**config.mk**
```make
export PLATFORM = sky130hd
export DESIGN_NAME = cr3_front
export DESIGN_NICKNAME = d
export VERILOG_FILES = /design/src/cr3_pkg.sv /design/src/cr3_front.sv
export SDC_FILE = /design/constraint.sdc
export NUM_CORES = 1
export LEC_CHECK = 0
export BUFFER_PORTS_ARGS = -buffer_cell sky130_fd_sc_hd__buf_2
export CORE_AREA = 2 2 359 361
export CTS_CLUSTER_DIAMETER = 50
export DETAILED_ROUTE_END_ITERATION = 6
export DIE_AREA = 0 0 361 363
export PLACE_DENSITY = 0.47
export SKIP_CTS_REPAIR_TIMING = 1
export SYNTH_ARGS = -nofsm -noshare
export SYNTH_HDL_FRONTEND = slang
export SYNTH_SLANG_ARGS = --single-unit
```
**constraint.sdc**
```tcl
create_clock -name clk -period 26.2 [get_ports clk]
set_clock_uncertainty 0.05 [all_clocks]
set_input_delay 5.24 -clock clk [delete_from_list [all_inputs] [get_ports clk]]
set_output_delay 5.24 -clock clk [all_outputs]
set_load 0.01 [all_outputs]
```
**src/cr3_pkg.sv**
```systemverilog
// shared types, constants and microprogram of the three-body derivative core
package cr3_pkg;

  localparam int FRAC_BITS = 47;
  localparam int PROG_LEN = 256;

  localparam logic [63:0] ONE_Q = 64'(1) << FRAC_BITS;
  localparam logic [63:0] TWO_Q = 64'(2) << FRAC_BITS;
  localparam logic [63:0] MAX_Q = {1'b0, {63{1'b1}}};
  localparam logic [63:0] MIN_Q = {1'b1, {63{1'b0}}};

  localparam logic [0:0] CFG_MASS_RATIO = 1'd0;
  localparam logic [0:0] CFG_THRUST_LEVEL = 1'd1;

  localparam logic [1:0] FAULT_OK = 2'd0;
  localparam logic [1:0] FAULT_ZERO = 2'd1;
  localparam logic [1:0] FAULT_SAT = 2'd2;

  localparam logic [7:0] ST_START = 8'd0;
  localparam logic [7:0] COL_START = 8'd184;

  // operand space: item fields, constants, scratch, jacobian, result rows
  localparam logic [6:0] R_X = 7'd0;
  localparam logic [6:0] R_Y = 7'd1;
  localparam logic [6:0] R_Z = 7'd2;
  localparam logic [6:0] R_VX = 7'd3;
  localparam logic [6:0] R_VY = 7'd4;
  localparam logic [6:0] R_VZ = 7'd5;
  localparam logic [6:0] R_M = 7'd6;
  localparam logic [6:0] R_ZERO = 7'd7;
  localparam logic [6:0] R_ONE = 7'd8;
  localparam logic [6:0] R_TWO = 7'd9;
  localparam logic [6:0] R_MU = 7'd10;
  localparam logic [6:0] R_THR = 7'd11;
  localparam logic [6:0] R_OM = 7'd16;
  localparam logic [6:0] R_PX = 7'd17;
  localparam logic [6:0] R_QX = 7'd18;
  localparam logic [6:0] R_U0 = 7'd19;
  localparam logic [6:0] R_U1 = 7'd20;
  localparam logic [6:0] R_T1 = 7'd21;
  localparam logic [6:0] R_T2 = 7'd22;
  localparam logic [6:0] R_YZ2 = 7'd23;
  localparam logic [6:0] R_D = 7'd24;
  localparam logic [6:0] R_R = 7'd25;
  localparam logic [6:0] R_V = 7'd26;
  localparam logic [6:0] R_ID = 7'd27;
  localparam logic [6:0] R_IR = 7'd28;
  localparam logic [6:0] R_IV = 7'd29;
  localparam logic [6:0] R_TM = 7'd30;
  localparam logic [6:0] R_ID2 = 7'd31;
  localparam logic [6:0] R_ID3 = 7'd32;
  localparam logic [6:0] R_ID5 = 7'd33;
  localparam logic [6:0] R_IR2 = 7'd34;
  localparam logic [6:0] R_IR3 = 7'd35;
  localparam logic [6:0] R_IR5 = 7'd36;
  localparam logic [6:0] R_GA = 7'd37;
  localparam logic [6:0] R_GB = 7'd38;
  localparam logic [6:0] R_HD = 7'd39;
  localparam logic [6:0] R_HR = 7'd40;
  localparam logic [6:0] R_K1 = 7'd41;
  localparam logic [6:0] R_K3 = 7'd42;
  localparam logic [6:0] R_A = 7'd43;
  localparam logic [6:0] R_G = 7'd44;
  localparam logic [6:0] R_S = 7'd45;
  localparam logic [6:0] R_TJ = 7'd46;
  localparam logic [6:0] R_JAC = 7'd64;
  localparam logic [6:0] R_JAC_LAST = 7'd81;
  localparam logic [6:0] R_OUT = 7'd82;
  localparam logic [6:0] R_OUT_LAST = 7'd84;

  typedef enum logic [2:0] {OP_END, OP_ADD, OP_SUB, OP_MUL, OP_DIV, OP_SQRT} op_t;

  typedef enum logic [2:0] {AL_IDLE, AL_MUL, AL_DIV, AL_SQRT, AL_FIN} alu_state_t;

  typedef enum logic [2:0] {B_IDLE, B_FETCH, B_OPER, B_EXEC, B_DONE} back_state_t;

  typedef struct packed {
    op_t op;
    logic [6:0] dst;
    logic [6:0] src_a;
    logic [6:0] src_b;
  } instr_t;

  typedef instr_t [PROG_LEN-1:0] prog_t;

  typedef struct packed {
    logic action;
    logic [5:0][63:0] elem;
    logic [62:0] mass;
  } item_t;

  typedef struct packed {
    item_t item;
    logic [7:0] start_pc;
  } qentry_t;

  typedef struct packed {
    logic [46:0] mu;
    logic [47:0] thr;
  } cfg_t;

  typedef struct packed {
    logic start;
    op_t op;
    logic [63:0] a;
    logic [63:0] b;
  } alu_req_t;

  typedef struct packed {
    logic done;
    logic [63:0] result;
    logic sat;
    logic zero;
  } alu_rsp_t;

  function automatic instr_t mk(op_t o, logic [6:0] d, logic [6:0] a, logic [6:0] b);
    mk = '{o, d, a, b};
  endfunction

  function automatic prog_t build_prog();
    prog_t p;
    int n;
    int i;
    int j;
    logic [6:0] uu [3];
    logic [6:0] pd [3];
    logic [6:0] pr [3];
    logic [6:0] asrc;
    logic [6:0] jd;
    logic [6:0] sd;
    p = '0;
    uu[0] = R_U0; uu[1] = R_U1; uu[2] = R_VZ;
    pd[0] = R_PX; pd[1] = R_Y; pd[2] = R_Z;
    pr[0] = R_QX; pr[1] = R_Y; pr[2] = R_Z;
    n = int'(ST_START);
    p[n] = mk(OP_SUB, R_OM, R_ONE, R_MU); n++;
    p[n] = mk(OP_ADD, R_PX, R_X, R_MU); n++;
    p[n] = mk(OP_SUB, R_QX, R_PX, R_ONE); n++;
    p[n] = mk(OP_SUB, R_U0, R_VX, R_Y); n++;
    p[n] = mk(OP_ADD, R_U1, R_VY, R_X); n++;
    p[n] = mk(OP_MUL, R_T1, R_Y, R_Y); n++;
    p[n] = mk(OP_MUL, R_T2, R_Z, R_Z); n++;
    p[n] = mk(OP_ADD, R_YZ2, R_T1, R_T2); n++;
    p[n] = mk(OP_MUL, R_T1, R_PX, R_PX); n++;
    p[n] = mk(OP_ADD, R_T1, R_T1, R_YZ2); n++;
    p[n] = mk(OP_SQRT, R_D, R_T1, R_ZERO); n++;
    p[n] = mk(OP_MUL, R_T1, R_QX, R_QX); n++;
    p[n] = mk(OP_ADD, R_T1, R_T1, R_YZ2); n++;
    p[n] = mk(OP_SQRT, R_R, R_T1, R_ZERO); n++;
    p[n] = mk(OP_MUL, R_T1, R_U0, R_U0); n++;
    p[n] = mk(OP_MUL, R_T2, R_U1, R_U1); n++;
    p[n] = mk(OP_ADD, R_T1, R_T1, R_T2); n++;
    p[n] = mk(OP_MUL, R_T2, R_VZ, R_VZ); n++;
    p[n] = mk(OP_ADD, R_T1, R_T1, R_T2); n++;
    p[n] = mk(OP_SQRT, R_V, R_T1, R_ZERO); n++;
    p[n] = mk(OP_DIV, R_ID, R_ONE, R_D); n++;
    p[n] = mk(OP_DIV, R_IR, R_ONE, R_R); n++;
    p[n] = mk(OP_DIV, R_IV, R_ONE, R_V); n++;
    p[n] = mk(OP_DIV, R_TM, R_THR, R_M); n++;
    p[n] = mk(OP_MUL, R_ID2, R_ID, R_ID); n++;
    p[n] = mk(OP_MUL, R_ID3, R_ID2, R_ID); n++;
    p[n] = mk(OP_MUL, R_ID5, R_ID3, R_ID2); n++;
    p[n] = mk(OP_MUL, R_IR2, R_IR, R_IR); n++;
    p[n] = mk(OP_MUL, R_IR3, R_IR2, R_IR); n++;
    p[n] = mk(OP_MUL, R_IR5, R_IR3, R_IR2); n++;
    p[n] = mk(OP_MUL, R_GA, R_OM, R_ID3); n++;
    p[n] = mk(OP_MUL, R_GB, R_MU, R_IR3); n++;
    p[n] = mk(OP_MUL, R_HD, R_OM, R_ID5); n++;
    p[n] = mk(OP_ADD, R_T1, R_HD, R_HD); n++;
    p[n] = mk(OP_ADD, R_HD, R_T1, R_HD); n++;
    p[n] = mk(OP_MUL, R_HR, R_MU, R_IR5); n++;
    p[n] = mk(OP_ADD, R_T1, R_HR, R_HR); n++;
    p[n] = mk(OP_ADD, R_HR, R_T1, R_HR); n++;
    p[n] = mk(OP_MUL, R_K1, R_TM, R_IV); n++;
    p[n] = mk(OP_MUL, R_T1, R_IV, R_IV); n++;
    p[n] = mk(OP_MUL, R_K3, R_K1, R_T1); n++;
    // thrust partials
    for (i = 0; i < 3; i++) begin
      for (j = 0; j < 3; j++) begin
        p[n] = mk(OP_MUL, R_T1, uu[i], uu[j]); n++;
        if (i == j) begin
          p[n] = mk(OP_MUL, R_T1, R_K3, R_T1); n++;
          p[n] = mk(OP_SUB, 7'(R_TJ + i * 3 + j), R_T1, R_K1); n++;
        end else begin
          p[n] = mk(OP_MUL, 7'(R_TJ + i * 3 + j), R_K3, R_T1); n++;
        end
      end
    end
    for (i = 0; i < 3; i++) begin
      asrc = R_A;
      if (i == 0) begin
        p[n] = mk(OP_ADD, R_T1, R_VY, R_VY); n++;
        p[n] = mk(OP_ADD, R_A, R_T1, R_X); n++;
      end else if (i == 1) begin
        p[n] = mk(OP_ADD, R_T1, R_VX, R_VX); n++;
        p[n] = mk(OP_SUB, R_A, R_Y, R_T1); n++;
      end else begin
        asrc = R_ZERO;
      end
      p[n] = mk(OP_MUL, R_T1, R_GA, pd[i]); n++;
      p[n] = mk(OP_SUB, R_A, asrc, R_T1); n++;
      p[n] = mk(OP_MUL, R_T1, R_GB, pr[i]); n++;
      p[n] = mk(OP_SUB, R_A, R_A, R_T1); n++;
      p[n] = mk(OP_MUL, R_T1, R_K1, uu[i]); n++;
      p[n] = mk(OP_SUB, 7'(R_OUT + i), R_A, R_T1); n++;
      for (j = 0; j < 6; j++) begin
        jd = 7'(R_JAC + i * 6 + j);
        if (j < 3) begin
          p[n] = mk(OP_MUL, R_T1, pd[i], pd[j]); n++;
          p[n] = mk(OP_MUL, R_T1, R_HD, R_T1); n++;
          p[n] = mk(OP_MUL, R_T2, pr[i], pr[j]); n++;
          p[n] = mk(OP_MUL, R_T2, R_HR, R_T2); n++;
          p[n] = mk(OP_ADD, R_G, R_T1, R_T2); n++;
          if (i == j) begin
            p[n] = mk(OP_SUB, R_G, R_G, R_GA); n++;
            p[n] = mk(OP_SUB, R_G, R_G, R_GB); n++;
            if (i < 2) begin
              p[n] = mk(OP_ADD, R_G, R_G, R_ONE); n++;
            end
          end
          if (j == 0) begin
            p[n] = mk(OP_ADD, R_G, R_G, 7'(R_TJ + i * 3 + 1)); n++;
          end
          if (j == 1) begin
            p[n] = mk(OP_SUB, R_G, R_G, 7'(R_TJ + i * 3)); n++;
          end
          p[n] = mk(OP_ADD, jd, R_G, R_ZERO); n++;
        end else if (i == 0 && j == 4) begin
          p[n] = mk(OP_ADD, jd, 7'(R_TJ + j - 3), R_TWO); n++;
        end else if (i == 1 && j == 3) begin
          p[n] = mk(OP_SUB, jd, 7'(R_TJ + 3), R_TWO); n++;
        end else begin
          p[n] = mk(OP_ADD, jd, 7'(R_TJ + i * 3 + j - 3), R_ZERO); n++;
        end
      end
    end
    // stm column: stored rows times the column
    n = int'(COL_START);
    for (i = 0; i < 3; i++) begin
      for (j = 0; j < 6; j++) begin
        sd = (j == 5) ? 7'(R_OUT + i) : R_S;
        p[n] = mk(OP_MUL, R_T1, 7'(R_JAC + i * 6 + j), 7'(R_X + j)); n++;
        p[n] = mk(OP_ADD, sd, (j == 0) ? R_ZERO : R_S, R_T1); n++;
      end
    end
    return p;
  endfunction

  localparam prog_t PROG = build_prog();

endpackage

```
**src/cr3_front.sv**
```systemverilog
// input beat acceptance, item classification and the two-entry item queue
module cr3_front import cr3_pkg::*; (
  input  logic         clk,
  input  logic         rst_n,
  input  logic         in_tvalid,
  output logic         in_tready,
  input  logic [447:0] in_tdata,
  input  logic [0:0]   in_tuser,
  output logic         q_valid,
  output qentry_t      q_entry,
  input  logic         q_pop
);

  qentry_t q_mem_r [2];
  logic       wr_ptr_r, wr_ptr_nxt;
  logic       rd_ptr_r, rd_ptr_nxt;
  logic [1:0] count_r, count_nxt;
  logic       push;
  qentry_t    in_entry;

  always_comb begin
    in_entry.item.action = in_tuser[0];
    in_entry.item.elem = in_tdata[383:0];
    in_entry.item.mass = in_tdata[446:384];
    in_entry.start_pc = in_tuser[0] ? COL_START : ST_START;
  end

  assign in_tready = (count_r != 2'd2);
  assign push = in_tvalid && in_tready;
  assign q_valid = (count_r != 2'd0);
  assign q_entry = q_mem_r[rd_ptr_r];

  always_comb begin
    wr_ptr_nxt = wr_ptr_r ^ push;
    rd_ptr_nxt = rd_ptr_r ^ q_pop;
    count_nxt = count_r + {1'b0, push} - {1'b0, q_pop};
  end

  always_ff @(posedge clk) begin
    if (!rst_n) begin
      wr_ptr_r <= 1'b0;
      rd_ptr_r <= 1'b0;
      count_r <= 2'd0;
    end else begin
      wr_ptr_r <= wr_ptr_nxt;
      rd_ptr_r <= rd_ptr_nxt;
      count_r <= count_nxt;
    end
  end

  always_ff @(posedge clk) begin
    if (push) begin
      q_mem_r[wr_ptr_r] <= in_entry;
    end
  end

endmodule

```
Yosys cells after proc, flatten, opt, wreduce, memory -nomap -nowiden. Memory sizes are Yosys's and may differ from the RTL's. A register that Yosys moved wholly into a read port is not among the register bits. Index checks and enable logic that the tools add are counted.

RAM bits: 912. Output and inout bits: 458. Memories kept: 1. Bits in registers: 4. Word-level logic and storage cells: 15. Input port bits: 453.

Memory list: q_mem_r (words 2, bits a word 456, read ports 1, clocked after memory_dff 1, wr ports 1, RTL line cr3_front.sv:14) `qentry_t q_mem_r [2];`.

Mux-type cells: 4. Reductions and logical operators: 2. Add/sub/neg operators: 2. Bitwise operators: 2. Equality and inequality tests: 1.

Operators with widths (number): two-way mux 8 bit (1); two-way mux 1 bit (3); adder 2 x 1 -> 2 bit (1); != test 2 bit (second input constant) (1); nonzero test 2 bit (1); subtractor 2 x 1 -> 2 bit (1); bitwise XOR 1 bit (2); logical AND 1 bit (1).

Longest topological paths before layout. Gate-level depths: netlist (run 1).

Depth after elaboration: 4. Gate-level depth with buffers: 6. Depth with buffers taken out: 6.

Worst setup path before layout (run 1). OpenSTA, ideal clock, no wires.

Path type: input to register. Start: in in_tvalid. End: mem q_mem_r[1][100] (netlist bit) (enable). Buffers on the path: 0. Library setup time: 1.268 ns. Arrival: 23.862 ns. Cell stages on the path: 2. Setup slack: 1.020 ns. Data required time: 24.882 ns. Path through: nand2_1 -> nor2_1.

Cells in the longest elaborated chain, start to end: 3.

RTL lines: from (decl) (RTL line cr3_front.sv:5) `input logic in_tvalid,`; logical AND 1 bit (RTL line cr3_front.sv:29) `assign push = in_tvalid && in_tready;`; two-way mux 1 bit (RTL line cr3_front.sv:52) `if (push) begin`; two-way mux 1 bit (implied by the code) (RTL line cr3_front.sv:53) `q_mem_r[wr_ptr_r] <= in_entry;`; to (decl) (RTL line cr3_front.sv:14).

No other way between the ends.

==> results of run 1 <==
==> power breakdown <==
| part | internal [mW] | switching, mW |
|---|---|---|
| Combinational | 0.195 | 0.274 |
| Clock | 0.843 | 0.589 |
| Sequential | 1.75 | 0.0310 |
| Total | 2.79 | 0.894 |
==> stage by stage <==
step / hold WS [ps] / std cells
floorplan: 486 / 1431
global placement: 502 / 3956
detailed placement: 507 / 3956
CTS: 514 / 4155
global route: 553 / 4168
finish: 511 / 4172
==> per-layer routing <==
metal | vias to the layer above | share of wire, % | global-route usage [%]
met5 | - | 0.24 | 0
met2 | 612 | 53 | 21.9
met1 | 8363 | 34 | 11.7
met4 | 32 | 3.4 | 5.29
li1 | 7706 | - | -
met3 | 183 | 9.1 | 5.07
==> worst max path at each step <==
stage	slack, ps	startpoint	endpoint	cells after the start
final	15970	register	q_entry[329]	5
after global routing	15570	register	q_entry[394]	5
after CTS	15720	register	q_entry[328]	5
after detailed placement	15900	in_tvalid	q_mem_r[1][360]$_DFFE_PP_	7
after global placement	16080	in_tvalid	q_mem_r[1][363]$_DFFE_PP_	7
after floorplan	1020	in_tvalid	q_mem_r[1][100]$_DFFE_PP_	2
==> worst min-delay path, stage by stage (launching register included) <==
cell,delay (ps)
dfxtp_1,320
xor2_1,60
and2_1,140
==> registers in the layout (all words and copies together), names as in the netlist, named ones only <==
register  flops
q_mem_r     896
count_r       2
rd_ptr_r      1
wr_ptr_r      1
==> area by class of cell <==
type / instances / area [um^2] / share of cell area [%]
Tap cell: 1662 / 2080 / 4.88
Antenna cell: 17 / 42.5 / 0.0997
Multi-Input combinational cell: 470 / 5360 / 12.6
Inverter: 2 / 7.51 / 0.0176
Clock buffer: 131 / 2790 / 6.54
Timing Repair Buffer: 921 / 4690 / 11.0
Clock inverter: 68 / 678 / 1.59
Sequential cell: 901 / 27000 / 63.3
==> cells in the final DEF, fill, tap and decap left out, drive strengths merged, types with 3 or more instances in the layout <==
| cell | instances |
|---|---|
| clkbuf | 131 |
| mux2 | 448 |
| clkinvlp | 8 |
| edfxtp | 896 |
| inv | 14 |
| buf | 921 |
| clkinv | 40 |
| diode | 17 |
| bufinv | 8 |
| and2 | 3 |
| conb | 4 |
| dfxtp | 5 |
==> kinds of logic (layout without fill, tap and decap cells) <==
| group | count (synthesis) | after routing | share of synthesized area, % |
|---|---|---|---|
| compound gates | 2 | 2 | 0.0456 |
| xor+xnor | 2 | 2 | 0.0532 |
| fa+ha+maj | 2 | 2 | 0.0759 |
| buf+inv | 60 | 1122 | 1.86 |
| flops | 901 | 901 | 82.0 |
| mux | 449 | 449 | 15.8 |
| other cells | 1 | 21 | 0.0114 |
| simple gates | 11 | 11 | 0.190 |
==> metrics.yaml, run 1 <==
run_status:
  status: "complete, no violations"
hold_path:
  hp-class: "reg2reg"
  min_from: "rd_ptr_r$_SDFF_PN0_"
  hold_depth: 2
synthesis:
  ys.flop_type: "edfxtp_1"
  synth_top_area_cell: "edfxtp_1"
  synth.avg_cell_area_um2: 23.1
  yosysMostFrequentCell: "edfxtp_1"
  async_reset_ff_share_pct: 0
  ys_top_cells_by_area: "edfxtp_1, mux2_2, mux2_4"
  synthCells: 1428
  synth_edf_count: 896
  netlist_area_mm2: 0.0329
  yosys-top-cells-count: "edfxtp_1, mux2_2, buf_6"
  synth-seq-cells: 901
  yosysWarnings: 0
  netlist-cell-type-count: 23
  yosysSeqAreaShare_pct: 82.0
  post-synth-top-area-fraction_pct: 81.7
clock_tree:
  clk_pin_slew_worst_paths_ps: 50
  insertion_delay_ps: 700
  cts_tree: "done"
  h-tree-depth: 3
  cts_buffers: 106
  cts.sinks: 901
  root_buffer: "clkbuf_16"
  cts_buffer_depth: 3
power:
  peakVddDrop_mv: 0.0563
  leakagePower_nw: 15.6
  power_density_mw_per_mm2: 86.3
  power.total_mw: 3.68
cells_and_area:
  drive_gt1_share_pct: 61.1
  area_delta_synth_final_pct: 29.5
  post-route-util_pct: 33.6
  nNetsFinal: 2857
  num-fill-cells: 12300
  final_area_mm2: 0.0427
floorplanning:
  dieArea_mm2: 0.131
  io-pin-count: 911
  die-height_um: 363
  die_x_um: 361
  coreArea_mm2: 0.127
  initial_core_util_pct: 25.9
  num_rows: 131
global_routing:
  first_global_vias: 18300
  track_usage_pct: 12.0
  antenna_found_initial: 33
  gr-total-overflow: 0
  grt_pass1_wl_mm: 116
  grt_max_degree: 145
setup_path:
  crit_buf_inv: 4
  rr_worst_depth: 7
  r2r_end: "q_mem_r[1][400]$_DFFE_PP_"
  crit_path_max_incr_delay_ps: 980
  critPathMostFrequentCell: "buf_4"
  cp_top_family: "buffers and inverters"
  cp_slowest_cell: "dfxtp_4"
  worstReg2RegStart: "count_r[0]$_SDFF_PN0_"
  worstSetupPathType: "reg2out"
  arrival_ps: 4940
  cp_cell_sequence: "buf_4, buf_4, buf_4, mux2_2, buf_2"
  worst_setup_path_end_kind: "output port"
  cp_max_fo: 72
  cp-start-kind: "register"
  rrSetupSlack_ps: 20830
  required_ps: 20910
drt:
  dr.pass1.iters: 4
  wirelength_mm: 82.9
  drc_errors: 0
  vias: 16900
  wire_per_inst_um: 19.9
  detail-route-antenna-nets: 0
  first_iter_violations: 838
  routed_via_density: 4.05
sta:
  setup_viol: 0
  relSlewSlack_pct: 30.8
  setup-tns-final_ps: 0
  finalCriticalPeriod_ps: 10230
  setup_ws_ps: 15970
  hold_violations: 0
  max_freq_mhz: 97.8
  rsz0062_at_grt: "false"
  slew_violations: 0
  worstMarginPinSlew_ps: 1040
  period_share_pct: 39.0
placement:
  routabilityCongestion: 0.776
  port_buffers: 905
  place_hpwl_mm: 58.2
  dpl-instance-area_mm2: 0.0391
  pre_cts_slack_ps: 15900
run:
  maxCapViolCount: 0
(Power assumes the default switching activity.)
==> run 2: changes to the inputs <==
- ABC_AREA: default -> 1
- CORE_AREA: 2 2 359 361 -> 2 2 352 354
- DIE_AREA: 0 0 361 363 -> 0 0 354 356
- clock period: 26.2 -> 10.05 ns (I/O delays scaled with it)
==> metrics.yaml, run 2 <==
drt:
  detail-route-antenna-nets: 0  # unchanged
  first_iter_violations: 867  # +3.5%
  wirelength_mm: 82.9  # about the same
  wire_per_inst_um: 20.0  # +0.92%
  dr.pass1.iters: 7  # +3
  routed_via_density: 4.09  # +1.0%
  vias: 16900  # +0.21%
  drc_errors: 0  # unchanged
power:
  power.total_mw: 9.66  # +160%
  power_density_mw_per_mm2: 226  # +160%
  leakagePower_nw: 15.7  # +0.17%
  switchingPower_mw: 2.32  # +160%
  power_frac_seq_pct: 48.1  # -0.3 points
  swShare_pct: 24.0  # -0.25 points
  p_int_mw: 7.34  # +160%
  pwr-share-clk_pct: 39.3  # +0.4 points
  pwr-share-comb_pct: 12.7  # about the same
  peakVddDrop_mv: 0.151  # +170%
synthesis:
  synth_edf_count: 896  # unchanged
  synthCells: 1435  # +0.49%
  yosys-top-cells-count: "edfxtp_1, mux2_2, buf_6"
  yosysWarnings: 0  # unchanged
  ys_top_cells_by_area: "edfxtp_1, mux2_2, mux2_4"
  async_reset_ff_share_pct: 0  # unchanged
  yosysMostFrequentCell: "edfxtp_1"
  synth_top_area_cell: "edfxtp_1"
  ys.flop_type: "edfxtp_1"
  netlist_area_mm2: 0.0329  # about the same
  yosysSeqAreaShare_pct: 82.0  # about the same
  synth.avg_cell_area_um2: 23.0  # -0.51%
  synth-seq-cells: 901  # unchanged
  netlist-cell-type-count: 16  # -30%
  post-synth-top-area-fraction_pct: 81.7  # about the same
sta:
  setup-tns-final_ps: 0  # unchanged
  finalCriticalPeriod_ps: 5570
  max_freq_mhz: 180
  hold_violations: 0  # unchanged
  setup_viol: 0  # unchanged
  slew_violations: 0  # unchanged
  worstMarginPinSlew_ps: 1200  # +162 ps
  relSlewSlack_pct: 20.2  # -11 points
  rsz0062_at_grt: "false"
  period_share_pct: 55.4
clock_tree:
  cts_tree: "done"
  clk_pin_slew_worst_paths_ps: 50  # about the same
  insertion_delay_ps: 700  # about the same
  cts.sinks: 901  # unchanged
  cts_buffer_depth: 3  # unchanged
  cts_buffers: 107  # +0.94%
  root_buffer: "clkbuf_16"
  h-tree-depth: 3  # unchanged
floorplanning:
  dieArea_mm2: 0.126  # -3.8%
  die-height_um: 356  # -1.9%
  initial_core_util_pct: 26.9  # +0.92 points
  io-pin-count: 911  # unchanged
  coreArea_mm2: 0.123  # -3.4%
  die_x_um: 354  # -1.9%
  num_rows: 129  # -1.5%
cells_and_area:
  num-fill-cells: 11800  # -3.8%
  reg.largest.list: "q_mem_r (896), count_r (2)"
  nNetsFinal: 2861  # +0.14%
  final_common_cell: "buf_2"
  drive_gt1_share_pct: 60.8  # -0.30 points
  top_register: "q_mem_r"
  final_cell_mix: "buf_2, edfxtp_1, mux2_2"
  largest_register_ffs: 896  # unchanged
  area_delta_synth_final_pct: 29.6
  final_area_mm2: 0.0427  # about the same
run_status:
  status: "complete, no violations"
setup_path:
  cp_slowest_cell: "dfxtp_4"
  cp-start-kind: "register"
  worst_setup_path_end_kind: "output port"
  crit_path_max_incr_delay_ps: 820  # -160 ps
  cp_max_fo: 102  # +42%
  arrival_ps: 3510  # -1430 ps
  worstReg2RegStart: "count_r[0]$_SDFF_PN0_"
  worstSetupPathType: "reg2out"
  cp_cell_sequence: "buf_12, buf_4, mux2_2, buf_2"
  required_ps: 7990  # -12920 ps
global_routing:
  track_usage_pct: 12.6  # +0.56 points
  gr-total-overflow: 0  # unchanged
  first_global_vias: 18200  # -0.30%
  grt_pass1_wl_mm: 117  # +0.72%
  antenna_found_initial: 34  # +3.0%
  grt_max_degree: 158  # +9.0%
hold_path:
  min_from: "rd_ptr_r$_SDFF_PN0_"
  hp-class: "reg2reg"
placement:
  port_buffers: 905  # unchanged
  routabilityCongestion: 0.788  # +1.5%
  place_hpwl_mm: 57.0  # -2.0%
  dpl-instance-area_mm2: 0.0391  # about the same
run:
  maxCapViolCount: 0  # unchanged
run 2: critical path: cells and delay by family (launching register included):
| kind | cells | cell delay, ps |
|---|---|---|
| flip-flops | 1 | 820 |
| buffers and inverters | 3 | 1280 |
| multiplexers | 1 | 410 |
run 2: power groups by stage:
| stage | registers [mW] | logic (mW) | clock network [mW] |
|---|---|---|---|
| after floorplan | 4.77 | 0.702 | 0 |
| after global placement | 4.70 | 1.24 | 0 |
| after detailed placement | 4.72 | 1.25 | 0 |
| after CTS | 4.64 | 1.26 | 3.92 |
| after global routing | 4.67 | 1.32 | 4.06 |
| final | 4.64 | 1.22 | 3.79 |
run 2: final timing paths:
| kind | end | slack (ps) | cells after the start |
|---|---|---|---|
| hold reg to reg | register | 480 | 2 |
| hold / removal | register | 480 | 2 |
| setup reg to reg | q_mem_r[0][378]$_DFFE_PP_ | 6580 | 7 |
| setup / recovery | q_entry[9] | 4480 | 4 |
run 2: per-layer routing:
| layer | global-route usage [%] | wire [um] | share of wire (%) | vias up |
|---|---|---|---|---|
| met1 | 12.5 | 28800 | 35 | 8404 |
| met3 | 5.71 | 8240 | 9.9 | 159 |
| met4 | 4.96 | 2090 | 2.5 | 46 |
| li1 | - | - | - | 7690 |
| met2 | 22.7 | 43500 | 52 | 633 |
| met5 | 0 | 297 | 0.36 | - |
run 2: through the flow:
step	setup slack (ps)	instances	utilization (%)	hold WS [ps]
after floorplan	738	1438	-	421
after global placement	4950	3934	31.9	442
after detailed placement	4900	3934	31.9	463
after CTS	4320	4129	34.8	487
after global routing	4250	4135	34.8	533
final	4480	4138	34.8	476
run 2: cell type report:
| cell class | count | area, um^2 | share of cell area [%] |
|---|---|---|---|
| clock buffers | 128 | 2780 | 6.51 |
| diodes | 9 | 22.5 | 0.0528 |
| multi-input cells | 471 | 5330 | 12.5 |
| well taps | 1637 | 2050 | 4.80 |
| inverters | 8 | 30.0 | 0.0703 |
| clock inverters | 67 | 749 | 1.76 |
| flip-flops and latches | 901 | 27000 | 63.3 |
| repair buffers | 917 | 4720 | 11.1 |
run 2: cell families (layout without fill, tap and decap cells):
family	count (synthesis)	after routing	share of synthesized area [%]
fa+ha+maj	2	2	0.0759
buf+inv	66	1120	1.93
simple gates	14	14	0.163
flops	901	901	82.0
compound gates	1	1	0.0152
other cells	1	13	0.0114
xor+xnor	2	2	0.0532
mux	448	448	15.8
